[config.mk]
export PLATFORM = sky130hd
export DESIGN_NAME = ttps_ram
export DESIGN_NICKNAME = d
export VERILOG_FILES = /design/src/hdl/ttps_ram.sv
export SDC_FILE = /design/constraint.sdc
export NUM_CORES = 1
export LEC_CHECK = 0
export BUFFER_PORTS_ARGS = -buffer_cell sky130_fd_sc_hd__buf_4
export CAP_MARGIN = 25
export CORE_MARGIN = 2
export CORE_UTILIZATION = 30
export DETAILED_ROUTE_END_ITERATION = 10
export HOLD_SLACK_MARGIN = 0.05
export SYNTH_ARGS = -nofsm -noshare
export SYNTH_HDL_FRONTEND = slang
export SYNTH_SLANG_ARGS = --single-unit
export TNS_END_PERCENT = 1
[constraint.sdc]
create_clock -name clk -period 1.8 [get_ports clk]
set_clock_uncertainty 0.05 [all_clocks]
set_input_delay 0.36 -clock clk [delete_from_list [all_inputs] [get_ports clk]]
set_output_delay 0.36 -clock clk [all_outputs]
set_load 0.05 [all_outputs]
[src/hdl/ttps_ram.sv]
`timescale 1ns / 1ps
`default_nettype none
// ----------------------------------------------------------------------------
// ttps_ram
// Generic single-port synchronous RAM with a registered read.
// ----------------------------------------------------------------------------
module ttps_ram #(
	parameter int WIDTH = 8,
	parameter int DEPTH = 16
) (
	input  wire logic                     clk,
	input  wire logic                     we,
	input  wire logic                     re,
	input  wire logic [$clog2(DEPTH)-1:0] addr,
	input  wire logic [WIDTH-1:0]         wdata,
	output logic      [WIDTH-1:0]         rdata
);

	logic [WIDTH-1:0] mem_q [DEPTH];

	always_ff @(posedge clk) begin
		if (we) begin
			mem_q[addr] <= wdata;
		end
		if (re) begin
			rdata <= mem_q[addr];
		end
	end

endmodule
`default_nettype wire

Word level (Yosys, flattened, before mapping). Memories as Yosys holds them, arrays and structs flattened. A register that Yosys moved wholly into a read port is not among the register bits. Index checks and enable logic that the tools add are counted.

Output and inout port bits: 8. Memories: 1. Input bits: 15. Memory bits (writable): 128. Logic and storage cells: 3. Flip-flop bits (word level): 0.

Multiplexer cells: 2.

Memories: mem_q (depth 16, width 8, rd ports 1, clocked after memory_dff 1, wr ports 1, line 19) `logic [WIDTH-1:0] mem_q [DEPTH];`.

Operators by type and width (count): 2-to-1 mux 1 bit (2).

Logic depth before layout (Yosys ltp).
Depth after elaboration: 2. Depth in mapped cells: 5. Gate-level depth less buffers: 3.

Worst setup path before layout. No wires, ideal clock.

Path kind: input port to flip-flop. From: input port addr[2]. To: memory mem_q[0][0] (enable). Arrival time: 1.470 ns. Setup slack: -0.103 ns. Buffers on the path: 0. Data required time: 1.367 ns. Stages: 2. Setup time: 0.383 ns. Cell sequence: or3b_2 nor3_1.

RTL lines: start, declared (line 14) `input wire logic [$clog2(DEPTH)-1:0] addr,`; end, declared (line 19).

No word-level cell before the write port.

==> summary.md <==
| Metric | Value |
|---|---|
| Nets@finish | 313 |
| CP max stage cell | mux4_2 |
| Worst EP required | 1.89 ns |
| Die span in y | 135 um |
| P_int | 0.00565 W |
| Startpoint Class | register |
| Fill count | 1530 |
| Die Footprint | 0.0182 mm2 |
| Hold slack | 0.214 ns |
| Setup Fix Bufs, Post-CTS | 0 |
| Congestion Overflow GR | 0 |
| Clk Latency, worst-skew pair | 0.41 ns |
| Port buffer count | 22 |
| PD cells | 1130 mW/mm2 |
| Inst Count DP | 499 |
| Max Cap Viol | 0 |
| Hold Crit Class | input port to register |
| Worst r2r dst | rdata[5] |
| Largest net degree at the start of global routing | 23 |
| Mean post-synth cell area | 22.4 um2 |
| Core Area | 0.0167 mm2 |
| Register area | 0.00408 mm2 |
| Cell Area, Synth | 0.00515 mm2 |
| Syn Nets | 245 |
| CTS H-Tree Depth | 4 |
| CP bufs+invs | 0 |
| # setup viols final | 0 |
| Starting DRT DRC Count | 252 |
| Global-route wire length before repair | 16.1 mm |
| Clock group share of total power | 44.3% |
| Final hold violations | 0 |
| Peak fanout along the critical path | 1 |
| CP Data Arrival Time | 1.66 ns |
| Synth Register Bits | 136 |
| Area of the multi-input gates | 0.00101 mm2 |
| 1st-pass router iterations | 4 |
| Vias in the first global route | 2692 |
| Switching share of total power | 21.8% |
| Die W | 135 um |
| Delay-heaviest family, CP | multiplexers |
| Final worst path period share | 86.9% |
| Total of warnings raised by yosys | 0 |
| Antenna violations before repair | 0 |
| Final slew viol count | 0 |
| Total CTS buffers | 17 |
| CP peak stage delay | 0.48 ns |
| Detail Placement HPWL | 6.92 mm |
| Core Util, Final | 38.4% |
| Hold path depth | 1 |
| Switching power total | 0.00158 W |
| Clock Tree Buf Depth | 2 |
| Post-DRT Antenna Nets | 0 |
| Share of post-route cells with drive strength above 1 | 39.5% |
| Unique masters post-synth | 17 |
| Slew of the pin with the lowest slew margin | 0.873 ns |
| Post-DR wirelength/cell | 19.5 um |
| Row count | 47 |
| VDD IR max | 0.000635 V |
| Non-filler instance count after layout | 531 |
| RSZ-0062 raised after global routing | false |
| Starting density of the core | 30.8% |
| CP Capture Type | register |
| Final min period | 1.56 ns |
| Leak | 2.13 nW |
| Residual DRC | 0 |
| Reg2reg path depth | 3 |
| Routed vias/inst | 4.69 |
| # IOs | 23 |
| Post-CTS Hold Buffers | 0 |
| R2r startpoint | mem_q[0][5] |
| WHS Endpoint | rdata[0] |
| CTS tree | done |
| Fmax | 0.639 GHz |
| DR vias | 2490 |
| Clock slew at reported path FFs | 0.06 ns |
| Root buffer cell | clkbuf_16 |
| Total Routing Usage GR | 12.4% |
| Status | completed |
| Critical path class | register to register |
| Relative slew margins | 41.7% |
| WL final | 10.3 mm |
| CTS sink cnt | 136 |
| Sequential share of the synthesized area | 79.3% |
| Critical hold path startpoint | re |
| Syn Inst Count | 230 |
| GPL Wtd Cong | 0.757 |
| Gate power share | 6.0% |
| P&R area growth vs syn | 24.7% |
| Reg2reg setup slack | 0.24 ns |
| Inserted Diodes | 0 |
| Overall Power | 0.00722 W |
| Reg power frac | 49.7% |
| Worst path cell trace | mux4_2 -> a22oi_1 -> nand2_1 |
| # resized after CTS | 0 |
==> registers in the layout, summed over array words and instances (netlist names) <==
name	flops
rdata	8
mem_q	128
==> layer usage <==
metal	share of wire [%]	track usage, %
met5	0	0
met4	0.96	5.21
met3	7.2	3.30
met2	49	19.6
met1	42	16.2
==> worst max-delay path by stage <==
stage	from	to	slack, ns	depth (start not counted)
floorplan	addr[1]	mem_q[12][0]	-0.05	3
global placement	addr[0]	rdata[1]	-0.18	5
detailed placement	addr[0]	rdata[1]	-0.15	5
CTS	mem_q[2][0]	rdata[0]	0.22	3
global route	mem_q[0][5]	rdata[5]	0.15	3
finish	mem_q[0][5]	rdata[5]	0.24	3
==> through the flow <==
stage | instance area [um2] | setup TNS, ns | setup WS (ns)
after CTS | 6420 | 0 | 0.224
after global placement | 5870 | -0.854 | -0.179
after floorplan | 5150 | -3.14 | -0.0481
final | 6420 | 0 | 0.235
after detailed placement | 5870 | -1.01 | -0.153
after global routing | 6420 | 0 | 0.152
==> power groups by stage <==
stage | sequential [W] | clock (W) | combinational, W
floorplan | 0.00370 | 0 | 0.000183
global route | 0.00359 | 0.00342 | 0.000465
global placement | 0.00365 | 0 | 0.000434
finish | 0.00359 | 0.00320 | 0.000432
CTS | 0.00359 | 0.00327 | 0.000440
detailed placement | 0.00366 | 0 | 0.000440
==> worst reg2reg max path: cells and delay by family (launching register included) <==
kind,cells,cell delay [ns]
DFF,1,0.36
muxes,1,0.48
AOI/OAI and AO/OA,1,0.29
and+or+nand+nor,1,0.12
==> synth_stat cells (all sizes together) <==
master  number  area, um2
edfxtp     136       4080
mux4        32        721
a22oi       16        120
nor2        13       48.8
nand2        9       33.8
buf          8       47.5
nor3         4       20.0
clkbuf       3       12.5
nand2b       2       12.5
nand3b       2       15.0
nor2b        2       12.5
and2         1       6.26
nand3        1       5.00
or3b         1       8.76
==> kinds of logic after synthesis <==
family | count (synthesis) | share of synthesized area, %
AO/OA/AOI/OAI | 16 | 2.33
buffers and inverters | 11 | 1.17
flip-flops | 136 | 79.3
multiplexers | 32 | 14.0
AND/OR/NAND/NOR | 35 | 3.16
==> final cells by class <==
cell class | count | area share, %
clock buffers | 17 | 6.63
well taps | 220 | 4.29
multi-input cells | 83 | 15.7
clock inverters | 15 | 1.95
repair buffers | 60 | 7.80
flip-flops and latches | 136 | 63.6
==> layout by cell type (no fill, tap or decap) <==
master	count
edfxtp_1	136
buf_4	56
mux4_2	32
clkbuf_16	17
a22oi_1	16
nor2_1	13
nand2_1	9
inv_6	4
clkinvlp_4	4
buf_12	4
nor3_1	3
clkinv_1	3
nor2b_1	2
nand3b_1	2
nand2b_1	2
clkinv_2	2
and2_1	1
nand3_1	1
or3b_2	1
nor3_2	1
bufinv_16	1
clkinv_4	1
No activity file was read; power rests on OpenSTA's default activity.
