File: config.mk
export PLATFORM = sky130hd
export DESIGN_NAME = ttps_sweep
export DESIGN_NICKNAME = d
export VERILOG_FILES = /design/src/hdl/ttps_sweep.sv
export SDC_FILE = /design/constraint.sdc
export NUM_CORES = 1
export LEC_CHECK = 0
export ABC_AREA = 1
export BUFFER_PORTS_ARGS = -buffer_cell sky130_fd_sc_hd__buf_2
export CORE_MARGIN = 4
export CORE_UTILIZATION = 52
export CTS_CLUSTER_DIAMETER = 60
export DETAILED_ROUTE_END_ITERATION = 8
export PLACE_DENSITY = 0.76
export REMOVE_ABC_BUFFERS = 1
export SYNTH_ARGS = -nofsm -noshare
export SYNTH_HDL_FRONTEND = slang
export SYNTH_SLANG_ARGS = --single-unit
export TNS_END_PERCENT = 30
File: constraint.sdc
create_clock -name clk -period 1.55 [get_ports clk]
set_input_delay 0.2325 -clock clk [delete_from_list [all_inputs] [get_ports clk]]
set_output_delay 0.2325 -clock clk [all_outputs]
set_load 0.05 [all_outputs]
File: src/hdl/ttps_sweep.sv
`timescale 1ns / 1ps
`default_nettype none
// ----------------------------------------------------------------------------
// ttps_sweep
// Clearing sequencer that walks every table entry once after reset and
// after each clear item.
// ----------------------------------------------------------------------------
module ttps_sweep #(
	parameter int INDEX_BITS = 14
) (
	input  wire logic                  clk,
	input  wire logic                  arst_n,
	input  wire logic                  start,
	output logic                       busy,
	output logic [INDEX_BITS-1:0]      addr
);

	logic                  busy_q;
	logic [INDEX_BITS-1:0] cnt_q;

	always_ff @(posedge clk or negedge arst_n) begin
		if (!arst_n) begin
			busy_q <= 1'b1;
			cnt_q  <= '0;
		end else if (start) begin
			busy_q <= 1'b1;
			cnt_q  <= '0;
		end else if (busy_q) begin
			cnt_q <= cnt_q + 1'b1;
			if (&cnt_q) begin
				busy_q <= 1'b0;
			end
		end
	end

	assign busy = busy_q;
	assign addr = cnt_q;

endmodule
`default_nettype wire

After elaboration in Yosys (flattened, before gate mapping)

Index checks and enable logic that the tools add are counted.
W data, S select, Z words.

Register bits after elaboration: 15
Input bits: 3
Output and inout port bits: 15

Add/subtract/negate cells: 1
Mux-type cells: 5
Reductions and logical operators: 2

Operators by type and width:

| operator                | count |
|---|---|
| $mux W14                | 2 |
| $add A14 B1 Y14 const B | 1 |
| $reduce_and A14 Y1      | 1 |
| $mux W1                 | 3 |
| $reduce_bool A2 Y1      | 1 |

Longest topological paths before layout

Depth in word-level cells: 4
Depth in mapped cells: 8
Depth with buffers taken out: 8

Worst setup path after synthesis

Ideal clock, no wire load.

Kind: flip-flop to flip-flop
Start point: reg cnt_q[0], in the netlist addr[0]
End point: reg cnt_q[12], in the netlist addr[12]
Setup time: 0.119 ns
Arrival: 1.514 ns
Required time: 1.431 ns
Setup slack: -0.083 ns
Stages on the path, launching flop included: 9
Path buffers: 0
Cells stage by stage: dfrtp_1 -> ha_1 -> nand2_1 -> nor2_2 -> nand2_1 -> nor2_2 -> nand3_1 -> nand2_1 -> nor2_1

Longest elaborated chain between the ends: 3

RTL lines:

| element                  | RTL line | text |
|---|---|---|
| start: declaration       | 19       | `logic [INDEX_BITS-1:0] cnt_q;` |
| start signal: assignment | 29       | `cnt_q <= cnt_q + 1'b1;` |
| $add A14 B1 Y14          | 29       |  |
| $mux W14                 | 28       | `end else if (busy_q) begin` |
| $mux W14                 | 25       | `end else if (start) begin` |

No other way between the ends. The select of a mux whose other input is x is not followed.
A chain may end at the register's enable or synchronous reset.

Worst setup path after layout

Start point: reg busy_q, in the netlist busy
End point: out busy

RTL lines:

| element                  | RTL line | text |
|---|---|---|
| start: declaration       | 18       | `logic busy_q;` |
| start signal: assignment | 23       | `busy_q <= 1'b1;` |
| start signal: assignment | 26       | `busy_q <= 1'b1;` |
| start signal: assignment | 31       | `busy_q <= 1'b0;` |
| end: declaration         | 14       | `output logic busy,` |

No word-level cell between the ends.

==> run metrics <==
# rows=14; DRT antenna net count=0; Worst Setup Path Type=reg2out; number of I/O port buffers=17; Antenna diodes=0; skew final=0.00241 ns; Clock transition at path regs=0.09 ns; grt ovf=0; Synth area leader=dfrtp_1; clk sink count=15; Seq/Total Area, Yosys=42.3%; Leak Pwr=between 0.5 and 0.6 nW; Final GP Congestion=between 0.8 and 0.9; vias=794; synth warn=0; setup ws final=0.146 ns; Pins Over Slew Limit=0; Avg Inst Size Synth=7.67 um^2; critical path arrival=1.17 ns; met3 routed wirelength=145 um; synthesis-to-layout area growth=15.2%; Worst Hold Class=in2reg; gr usage total=18.8%; DR iter-0 viols=25; startpoint types=register; First-pass DRT Iterations=4; CTS tree=done; cells after synthesis=116; largest net degree at the start of global routing=16; Final Critical Period=about 1.4 ns; via/cell ratio=slightly above 5; first-pass GRT wire length=about 3.5 mm; Placeable Area=around 1600 um^2; Netlist cell types=23; Final Hold Fails=0; maxcap violations=0; P per Cell Area=688 nW/um^2; Max FO, Critical Path=5; DP HPWL=1.43 mm; antenna violations before repair=0; clock latency on the worst-skew pair=roughly 0.29 ns; # fillers=134; total CTS buffers=3; clock tree root buffer cell=clkbuf_4; Post-Syn Area=between 800 and 900 um^2; period utilization=90.6%; RSZ-0062 raised after global routing=false; maximum vdd drop=0.000648 V; most numerous cell in the Yosys netlist=nand2_1; final setup vio count=0; area share of the largest cell type after synthesis=39.4%; fmax=712 MHz; worst slack, placed=0.185 ns; Top Family by Delay on Critical Path=flip-flops; Routed WL per cell=12.6 um; H-tree Lvls=1; slowest cell delay on critical path=0.60 ns; count of state elements after synthesis=15; Area contributors post-synth=dfrtp_1 39%, nand2_1 12%, inv_1 6.3%; Worst Path Buf+Inv=1; Top FF cell, synth=dfrtp_1; crit end category=primary output; CTS max path bufs=2; EDFF count, synth=0; measured slew at the worst slew-check pin=roughly 0.35 ns; Die H=49.4 um; post-CTS setup buffer count=0; Core Util, Final=65.7%; Die ar.=2440 um^2; Slowest-stage cell, CP=dfstp_2; number of global-route vias before repair=758; routed wl met2=a little over 900 um; IO Pins=18; worst endpoint required time=1.32 ns; DRC viols=0; M1 wire length=846 um; slew margin rel.=between 70% and 80%; critical path, cell by cell=buf_2; share of post-route cells with drive strength above 1=27.7%; Starting Density=57.1%; Die W=49.4 um; uppermost layer routed=met4; nets=142; status=finished, final reports clean; drt total wl=1.93 mm; Post-synth top cells=29 x nand2_1, 15 x inv_1, 14 x dfrtp_1, 14 x nor2_1, 7 x a21oi_1; ys async rst share=100%
-- final timing paths --
path                                            from              endpoint  slack [ns]  depth (start not counted)
worst max-delay path                  busy$_DFF_PN1_                  busy        0.15                          1
worst min-delay path                           start  addr[12]$_DFFE_PN0P_        0.25                          2
worst max register to register   addr[1]$_DFFE_PN0P_  addr[12]$_DFFE_PN0P_        0.18                          8
worst min register to register  addr[12]$_DFFE_PN0P_        busy$_DFF_PN1_        0.55                          1
max in group asynchronous                     arst_n        busy$_DFF_PN1_        0.88                          2
min in group asynchronous                     arst_n   addr[2]$_DFFE_PN0P_        0.37                          2
-- what timing repair did --
action,in CTS,in global routing
hold buffers,1,0
endpoints found under the setup margin,0,1
gates resized for setup,0,1
hold endpoints to repair,14,0
-- cells by family (layout without fill, tap and decap cells) --
| kind of cell | Yosys count | count (layout) | share of synthesized area [%] |
|---|---|---|---|
| and+or+nand+nor | 71 | 71 | 40.8 |
| DFF | 15 | 15 | 42.3 |
| adders and majority gates | 1 | 1 | 1.41 |
| xor gates and xnor gates | 1 | 1 | 0.985 |
| buffers and inverters | 18 | 39 | 8.30 |
| AOI/OAI and AO/OA | 10 | 10 | 6.19 |
-- sequential cells by signal, summed over array words and instances (netlist names) --
name and cells:
busy 1, addr 14
-- routing by layer --
metal	vias up	global-route usage, %
met1	354	23.3
met5	-	0
met3	2	6.73
li1	410	-
met2	28	30.8
met4	0	4.27
-- power breakdown --
group,switching (mW),internal [mW],leakage [nW]
registers,0.00818,0.398,0.202
clock network,0.131,0.100,0.0150
logic,0.0513,0.0173,0.305
total,0.190,0.515,0.522
-- placed cells by master (no fill, tap or decap) --
cell type      instances
a31oi_1                1
ha_1                   1
nor2_2                 5
a21oi_1                7
dfrtp_2                1
nor2_1                14
nor2_4                 3
dlygate4sd3_1          1
nand3_2                1
nor3_1                 4
dfrtp_1               13
o21ai_0                1
inv_4                  1
nand4_1                5
nand3_1                6
buf_2                 17
inv_2                  1
nand2_1               29
nand2_4                2
inv_1                 15
xnor2_1                1
clkbuf_4               3
a31o_2                 1
dfstp_2                1
nand2_2                1
nor3_4                 1
clkbuf_1               1
-- area by class of cell --
type	instances	area [um^2]	area share (%)
repair buffers	18	95.1	9.28
clock buffers	4	26.3	2.56
inverters	17	66.3	6.47
multi-input cells	83	439	42.9
well taps	16	20.0	1.95
flip-flops and latches	15	378	36.9
-- per-stage QoR --
| step | hold slack (ns) | power (mW) | TNS [ns] | instance area [um^2] | cells |
|---|---|---|---|---|---|
| 2_1_floorplan | -0.0631 | 0.455 | -0.154 | 882 | 115 |
| 3_3_place_gp | 0.156 | 0.479 | 0 | 987 | 148 |
| 3_5_place_dp | 0.159 | 0.481 | 0 | 987 | 148 |
| 4_1_cts | 0.247 | 0.715 | 0 | 1020 | 153 |
| 5_1_grt | 0.260 | 0.746 | 0 | 1020 | 153 |
| 6_report | 0.254 | 0.705 | 0 | 1020 | 153 |
(Power assumes the default switching activity.)
