`config.mk`:
```
export PLATFORM = sky130hd
export DESIGN_NAME = ttps_eval
export DESIGN_NICKNAME = d
export VERILOG_FILES = /design/src/hdl/ttps_pkg.sv /design/src/hdl/ttps_eval.sv
export SDC_FILE = /design/constraint.sdc
export NUM_CORES = 1
export LEC_CHECK = 0
export ABC_AREA = 1
export BUFFER_PORTS_ARGS = -buffer_cell sky130_fd_sc_hd__buf_4
export CELL_PAD_IN_SITES_DETAIL_PLACEMENT = 0
export CELL_PAD_IN_SITES_GLOBAL_PLACEMENT = 1
export CORE_MARGIN = 10
export CORE_UTILIZATION = 27
export DETAILED_ROUTE_END_ITERATION = 12
export GPL_ROUTABILITY_DRIVEN = 0
export PLACE_DENSITY = 0.87
export SLEW_MARGIN = 15
export SYNTH_ARGS = -nofsm -noshare
export SYNTH_HDL_FRONTEND = slang
export SYNTH_SLANG_ARGS = --single-unit
```
`constraint.sdc`:
```
create_clock -name vclk -period 2.3
set_input_delay 0.345 -clock vclk [all_inputs]
set_output_delay 0.345 -clock vclk [all_outputs]
set_load 0.005 [all_outputs]
```
`src/hdl/ttps_pkg.sv`:
```
`timescale 1ns / 1ps
`default_nettype none
// ----------------------------------------------------------------------------
// ttps_pkg
// Shared types and codes of the transposition table probe store.
// ----------------------------------------------------------------------------
package ttps_pkg;

	typedef logic [1:0] func_t;
	typedef logic [1:0] kind_t;

	localparam func_t FUNC_PROBE = 2'd0;
	localparam func_t FUNC_STORE = 2'd1;
	localparam func_t FUNC_CLEAR = 2'd2;

	localparam kind_t KIND_EXACT = 2'd0;
	localparam kind_t KIND_UPPER = 2'd1;
	localparam kind_t KIND_LOWER = 2'd2;

	localparam int KEY_W   = 64;
	localparam int DEPTH_W = 8;
	localparam int SCORE_W = 16;

	typedef struct packed {
		kind_t                kind;
		logic [DEPTH_W-1:0]   depth;
		logic [SCORE_W-1:0]   score;
	} entry_payload_t;

	localparam int PAYLOAD_W = $bits(entry_payload_t);

	typedef struct packed {
		logic [DEPTH_W-1:0]   depth;
		logic [SCORE_W-1:0]   alpha;
		logic [SCORE_W-1:0]   beta;
	} probe_window_t;

endpackage
`default_nettype wire

```
`src/hdl/ttps_eval.sv`:
```
`timescale 1ns / 1ps
`default_nettype none
// ----------------------------------------------------------------------------
// ttps_eval
// Hit decision of a probe from the entry read out of the table.
// ----------------------------------------------------------------------------
module ttps_eval #(
	parameter int TAG_W = 50
) (
	input  wire logic                     entry_valid,
	input  wire logic [TAG_W-1:0]         entry_tag,
	input  wire ttps_pkg::entry_payload_t entry,
	input  wire logic [TAG_W-1:0]         probe_tag,
	input  wire ttps_pkg::probe_window_t  window,
	output logic                          hit,
	output logic [ttps_pkg::SCORE_W-1:0]  score
);

	import ttps_pkg::*;

	logic match;

	assign match = entry_valid && (entry_tag == probe_tag) && (window.depth < entry.depth);

	always_comb begin
		hit   = 1'b0;
		score = '0;
		if (match) begin
			case (entry.kind)
				KIND_EXACT: begin
					hit   = 1'b1;
					score = entry.score;
				end
				KIND_UPPER: begin
					if ($signed(entry.score) <= $signed(window.alpha)) begin
						hit   = 1'b1;
						score = window.alpha;
					end
				end
				KIND_LOWER: begin
					if ($signed(entry.score) >= $signed(window.beta)) begin
						hit   = 1'b1;
						score = window.beta;
					end
				end
				default: begin
					hit   = 1'b0;
					score = '0;
				end
			endcase
		end
	end

endmodule
`default_nettype wire

```
; Word-level counts from Yosys, hierarchy flattened
; Cells that the tools add are included.
[word_totals]
register_bits = 0
inputBits = 167
output_inout_bits = 17
word_cells = 17
[classes]
magnitude_cmp = 3
n_eq_ne = 3
muxes = 8
n_reduce_logical = 3
[op_table]
columns = cell, count
row1 = equality test 50 bit, 1
row2 = two-way mux 16 bit, 3
row3 = one-hot mux 16 bit (3 select lines), 1
row4 = greater-or-equal comparator 16 bit, 1
row5 = <= comparator 16 bit, 1
row6 = < comparator 8 bit, 1
row7 = two-way mux 1 bit, 3
row8 = one-hot mux 1 bit (3 select lines), 1
row9 = "equality test 2 x 1 -> 1 bit, second input constant", 1
row10 = "equality test 2 bit, second input constant", 1
row11 = logical AND 1 bit, 2
row12 = zero test 2 bit, 1

; Depth between registers and ports, before layout
; Gate-level depths: netlist (run 1).
[depth]
word_depth = 4
depth_mapped = 18
mapped_depth_nobuf = 17

; Least setup slack after synthesis (run 1)
; OpenSTA, ideal clock, no wires.
[synth_timing]
path_kind = input to output
start = input port window[7] in the netlist's numbering
end = output port score[10] in the netlist's numbering
arrival_ps = 1651
t_required_ps = 1955
slack_ps = 304
stages = 15
cell_sequence = inv_1 > ha_1 > nand2_2 > inv_1 > a21oi_1 > nand3_1 > nand2_1 > nand2_1 > nand2_2 > nand3_4 > buf_12 > nand3_2 > nand3_2 > nand2_1 > inv_1
[synth_via]
elab_chain_len = 4
[synth_rtl]
columns = item, line_no
row1 = "start, declared", ttps_eval.sv:14  ; input wire ttps_pkg::probe_window_t window,
row2 = greater-or-equal comparator 16 bit, ttps_eval.sv:41  ; if ($signed(entry.score) >= $signed(window.beta)) begin
row3 = two-way mux 16 bit, ttps_eval.sv:41
row4 = one-hot mux 16 bit (3 select lines), ttps_eval.sv:29  ; case (entry.kind)
row5 = two-way mux 16 bit, ttps_eval.sv:28  ; if (match) begin
row6 = "end, declared", ttps_eval.sv:16  ; output logic [ttps_pkg::SCORE_W-1:0] score
; Every way passes these cells.

; Worst setup path after layout (run 1)
[layout_timing]
start = input port entry[15] in the netlist's numbering
end = output port score[1] in the netlist's numbering
[layout_via]
elab_chain_len = 4
elab_cells_between_ends = 6
[layout_rtl]
columns = item, line_no
row1 = "start, declared", ttps_eval.sv:12  ; input wire ttps_pkg::entry_payload_t entry,
row2 = greater-or-equal comparator 16 bit or <= comparator 16 bit (tied branches), "ttps_eval.sv:41, ttps_eval.sv:35"
row3 = two-way mux 16 bit (on tied branches), "ttps_eval.sv:41, ttps_eval.sv:35"
row4 = one-hot mux 16 bit (3 select lines) (*), ttps_eval.sv:29
row5 = two-way mux 16 bit (*), ttps_eval.sv:28
; Every way passes the cells marked *; elsewhere a longest branch is shown, timed or not.

==> results.toml, run 1 <==
[drt]
drc = 0
vias = 3566
wl_per_cell_um = 15.44
ant_nets = 0
drt-total-wl_um = 11770
drtIter0Drc = 91
drt_pass1_iterations = 4
viasPerCell = 4.680

[critical_path]
cp_max_fo = 5
cp-endpoint = "score[1]"
startpoint = "entry[15]"
cp.required_ns = 1.96
path_class = "in -> out"
cp_data_arrival_time_ns = 2.02
end_kind = "primary output"
worstSetupStartpointType = "input pin"

[timing]
setup_viol = 16
whs_ns = 1.063
finalCritPeriodShare_pct = 103.0
drv_slew = 0
hold_violations = 0
rsz0062_at_grt = "true"
achievable-frequency_mhz = 422.0
tightest_slew_ns = 0.4988
layout_setup_ws_ns = -0.06974
max_slew_margin_pct = 66.71
fin_crit_ns = 2.370

[pwr]
powerDensity_nw_per_um2 = 185.2
ir_drop_mv = 0.09395
leakagePower_nw = 2.748

[yosys]
yosys_warnings = 0
synth_area_per_cell_um2 = 5.769
synth_area_um2 = 2521
syn_nets = 643
yosysSeqAreaShare_pct = 0
synth.distinct_cells = 35
syn_inst = 437

[layout]
syn2layout_area_growth_pct = 98.21
regArea_um2 = 0
final_area_um2 = 4997
clkbuf_count = 0
nets = 859
seq_cell_count = 0
drive_gt1_share_pct = 54.69
antenna_cells = 0

[outcome]
failed_checks = "setup timing"
status = "finished, violations left"

[place]
hpwl_um = 9826
port_buffers = 184
dpl_cell_area_um2 = 4177

[global_routing]
track_usage_pct = 15.57
grt_pass1_vias = 3854
grt_max_degree = 17
antenna_found_initial = 0
grt_pass1_wl_um = 17370
overflow = 0

[flow_run]
max_cap_viol_count = 0

[floorplan]
fp.dieH_um = 116.6
io_pins = 184
dieArea_um2 = 13600
dieWidth_um = 116.6
core_area_um2 = 9153
rows = 35
start_util_pct = 27.55

[worst_hold_path]
hold_path_class = "in -> out"
-- timing repair --
item / in CTS / in global routing
endpoints found under the setup margin: 17 / 17
gates resized for setup: 72 / 80
buffers inserted: 2 / 4
cloned: 2 / 1
hold buffers: 0 / 0
pin swaps: 38 / 32
-- stage by stage --
stage / worst slack [ns] / TNS (ns) / total power, mW / util (%) / instances
finish: -0.06974 / -0.5288 / 0.9254 / 54.60 / 762
CTS: -0.01348 / -0.06199 / 0.8135 / 49.64 / 757
detailed placement: -0.1372 / -2.129 / 0.7218 / 45.63 / 753
global route: -0.1618 / -2.170 / 1.016 / 54.60 / 762
floorplan: 0.3040 / 0 / 0.3449 / - / 437
global placement: -0.1131 / -1.718 / 0.7092 / 45.63 / 753
-- cell usage after synthesis, types with 5 or more instances --
master | n | area (um2)
inv_1 | 110 | 412.9
nand2_1 | 104 | 390.4
nand3_1 | 40 | 200.2
nor2_2 | 5 | 31.28
o21ai_0 | 5 | 25.02
xor2_1 | 7 | 61.31
xnor2_1 | 8 | 70.07
o22ai_1 | 10 | 62.56
ha_1 | 39 | 488.0
o21ai_1 | 8 | 40.04
nand3_2 | 22 | 220.2
a21oi_1 | 13 | 65.06
nor2_1 | 29 | 108.9
-- worst max-delay path: stages --
cell and delay (ns):
buf_8 0.11, ha_4 0.24, a21oi_1 0.16, o21ai_1 0.10
nor2_2 0.20, nand2_2 0.09, nand2_4 0.09, nand3_4 0.15
buf_6 0.17, nand3_1 0.07, nand3_1 0.07, nand2_1 0.06
inv_1 0.04, buf_4 0.12
-- cells in the final DEF, fill, tap and decap left out, types with 3 or more instances in the layout --
| cell | n |
|---|---|
| buf_4 | 185 |
| nand2_1 | 88 |
| inv_1 | 84 |
| nand3_2 | 32 |
| nand3_1 | 26 |
| ha_4 | 26 |
| buf_6 | 25 |
| inv_2 | 23 |
| nor2_1 | 23 |
| nand2_2 | 15 |
| ha_1 | 13 |
| o22ai_1 | 10 |
| nor2_2 | 8 |
| o21ai_1 | 8 |
| xnor2_1 | 8 |
| nand3_4 | 7 |
| xor2_1 | 7 |
| a21oi_1 | 6 |
| a21oi_2 | 6 |
| buf_8 | 5 |
| inv_4 | 4 |
| nor2_4 | 4 |
| nand4_1 | 4 |
| nand2_4 | 4 |
| o21ai_0 | 4 |
| nor3_1 | 3 |
| a22o_1 | 3 |
-- area by class of cell --
cell class / count / area (um2)
well taps: 111 / 138.9
multi-input cells: 322 / 2621
inverters: 111 / 426.7
repair buffers: 218 / 1810
fillers: 865 / 4155
-- routing by layer --
metal	track usage [%]	up-vias	share of wire [%]	wire length, um
met1	14.26	1571	34	4006
met2	31.33	152	53	6254
met4	3.130	0	1.8	214
met5	0	-	0	0
met3	6.163	21	11	1291
li1	-	1822	-	-
-- kinds of logic (layout without fill, tap and decap cells) --
family          count (synthesis)  after routing  share of synthesized area (%)
xor+xnor                       15             15                          5.211
fa+ha+maj                      39             39                          19.35
buf+inv                       117            329                          19.70
compound gates                 50             50                          12.56
simple gates                  216            218                          43.18
-- worst min-delay path by stage --
| stage | start | end | slack [ns] | cells past startpoint |
|---|---|---|---|---|
| after floorplan | entry[0] | score[0] | 0.88 | 4 |
| after detailed placement | entry[0] | score[0] | 1.09 | 6 |
| final | window[12] | score[12] | 1.06 | 6 |
| after global routing | window[12] | score[12] | 1.11 | 6 |
| after global placement | entry[10] | score[10] | 1.08 | 6 |
| after CTS | window[12] | score[12] | 1.07 | 6 |
-- where the power goes --
part	internal (mW)	leakage [nW]	switching, mW
clock	0	0	0
sequential	0	0	0
combinational	0.501	2.75	0.424
No activity file was read; power rests on OpenSTA's default activity.
==> run 2, diff against run 1 <==
--- a/config.mk
+++ b/config.mk
@@ -9,10 +9,11 @@
 export BUFFER_PORTS_ARGS = -buffer_cell sky130_fd_sc_hd__buf_4
 export CELL_PAD_IN_SITES_DETAIL_PLACEMENT = 0
 export CELL_PAD_IN_SITES_GLOBAL_PLACEMENT = 1
-export CORE_MARGIN = 10
+export CORE_MARGIN = 2
 export CORE_UTILIZATION = 27
 export DETAILED_ROUTE_END_ITERATION = 12
 export GPL_ROUTABILITY_DRIVEN = 0
+export GPL_TIMING_DRIVEN = 1
 export PLACE_DENSITY = 0.87
 export SLEW_MARGIN = 15
 export SYNTH_ARGS = -nofsm -noshare
==> run 2 against run 1 <==
Compared with the run above: the run still ends with setup timing left; utilization grew 0.21 points; clock-buffer cell count unchanged; critical path depth fell by 2; final cell count is 0.13% higher; die area shrank 26%; non-clock buffer count increased by 1; wire length shrank 10%; maximum frequency down 2.5%; worst hold slack better by 0.016 ns; critical path type unchanged; critical endpoint is now score[6].
==> results.toml, run 2 (synthesis results as in run 1) <==
[critical_path]
critPathSlowestCell = "nand3_4"
slowest_delay_ns = 0.26
cp_data_arrival_time_ns = 2.09
crit_family = "simple AND/OR/NAND/NOR gates"
cp.required_ns = 1.96
cp_num_buf_inv = 4
worstSetupStartpointType = "input pin"
path_class = "in -> out"
crit_chain = "buf_4 > ha_4 > nand4_1 > nor2_4 > nand4_1 > nand3_4 > buf_12 > nand3_4 > nand3_2 > nand2_1 > inv_1 > buf_6"
end_kind = "primary output"
cp_max_fo = 7

[drt]
drt_pass1_iterations = 4
wl_per_cell_um = 13.82
ant_nets = 0
drc = 0
drt-total-wl_um = 10540
vias = 3603
drtIter0Drc = 51
viasPerCell = 4.722

[global_routing]
overflow = 0
grt_pass1_vias = 3965
track_usage_pct = 20.76
grt_pass1_wl_um = 17200
antenna_found_initial = 0
grt_max_degree = 17

[timing]
layout_setup_ws_ns = -0.1301
hold_violations = 0
achievable-frequency_mhz = 411.5
finalCritPeriodShare_pct = 105.7
rsz0062_at_grt = "true"
max_slew_margin_pct = 71.77
drv_slew = 0
fin_crit_ns = 2.430
setup_viol = 17
tightest_slew_ns = 0.4231
whs_ns = 1.079

[pwr]
p_int_mw = 0.5240
swShare_pct = 45.64
p_seq_share_pct = 0
p_sw_mw = 0.4399
leakagePower_nw = 2.730
power_frac_comb_pct = 100.0
p_clk_share_pct = 0
ir_drop_mv = 0.07544
powerDensity_nw_per_um2 = 192.2

[layout]
antenna_cells = 0
clkbuf_count = 0
multi_input_area_um2 = 2616
final_common_cell = "buf_4"
regArea_um2 = 0
layout_common_cells = "183 x buf_4, 85 x nand2_1, 80 x inv_1, 33 x nand3_2, 30 x buf_6"
drive_gt1_share_pct = 55.98
finalNonFillerCells = 763
seq_cell_count = 0
syn2layout_area_growth_pct = 98.96
n_fill_cell = 854
nets = 860

[worst_hold_path]
min_to = "score[9]"
min_from = "window[9]"
hold_path_class = "in -> out"
hold-path-cell-count = 6

[floorplan]
io_pins = 184
core_area_um2 = 9153
fp.dieH_um = 100.6
rows = 35
start_util_pct = 27.55
dieWidth_um = 100.6
dieArea_um2 = 10130

[outcome]
status = "finished, violations left"
failed_checks = "setup timing"

[place]
port_buffers = 184
dp.cells = 755
hpwl_um = 8287

[flow_run]
max_cap_viol_count = 0
==> run 2: final cells by class <==
class | count | share of cell area (%)
timing repair buffer | 219 | 36.47
tap | 111 | 2.769
multi-input combinational | 322 | 52.16
inverter | 111 | 8.606
==> run 2: layer usage <==
metal | GRT usage, % | share of wire (%) | routed length [um]
met5 | 0 | 0 | 0
met4 | 6.217 | 3.4 | 357
met3 | 3.398 | 7.3 | 771
met2 | 42.15 | 55 | 5755
met1 | 21.25 | 35 | 3656
==> run 2: worst max path at each step <==
stage               slack [ns]  startpoint  depth (start not counted)        end
global route             -0.24   entry[15]                         12   score[6]
CTS                      -0.04   window[5]                         17   score[5]
detailed placement       -0.23   entry[15]                         14  score[10]
finish                   -0.13   entry[12]                         12   score[6]
global placement         -0.18   entry[15]                         14  score[11]
floorplan                 0.30   window[7]                         15  score[10]
==> run 2: stage by stage <==
step	total power, mW	area [um2]	TNS, ns	setup slack [ns]	utilization, %
global route	1.054	5016	-3.006	-0.2371	54.81
CTS	0.9235	4891	-0.2469	-0.03627	53.44
global placement	0.7241	4204	-2.006	-0.1768	45.93
finish	0.9638	5016	-1.022	-0.1301	54.81
floorplan	0.3449	2521	0	0.3040	-
detailed placement	0.7386	4204	-2.550	-0.2256	45.93
==> run 2: repair_timing <==
action                                  in CTS  in global routing
pin swaps                                   59                 23
gates resized for setup                    129                 34
endpoints found under the setup margin      17                 17
endpoints found under the hold margin        0                  0
setup buffers                                3                  2
hold buffers                                 0                  0
gates cloned                                 3                  0
==> run 2: power by group through the flow <==
stage	Combinational, mW	Clock, mW	Sequential [mW]
floorplan	0.345	0	0
global placement	0.724	0	0
detailed placement	0.739	0	0
CTS	0.923	0	0
global route	1.05	0	0
finish	0.964	0	0
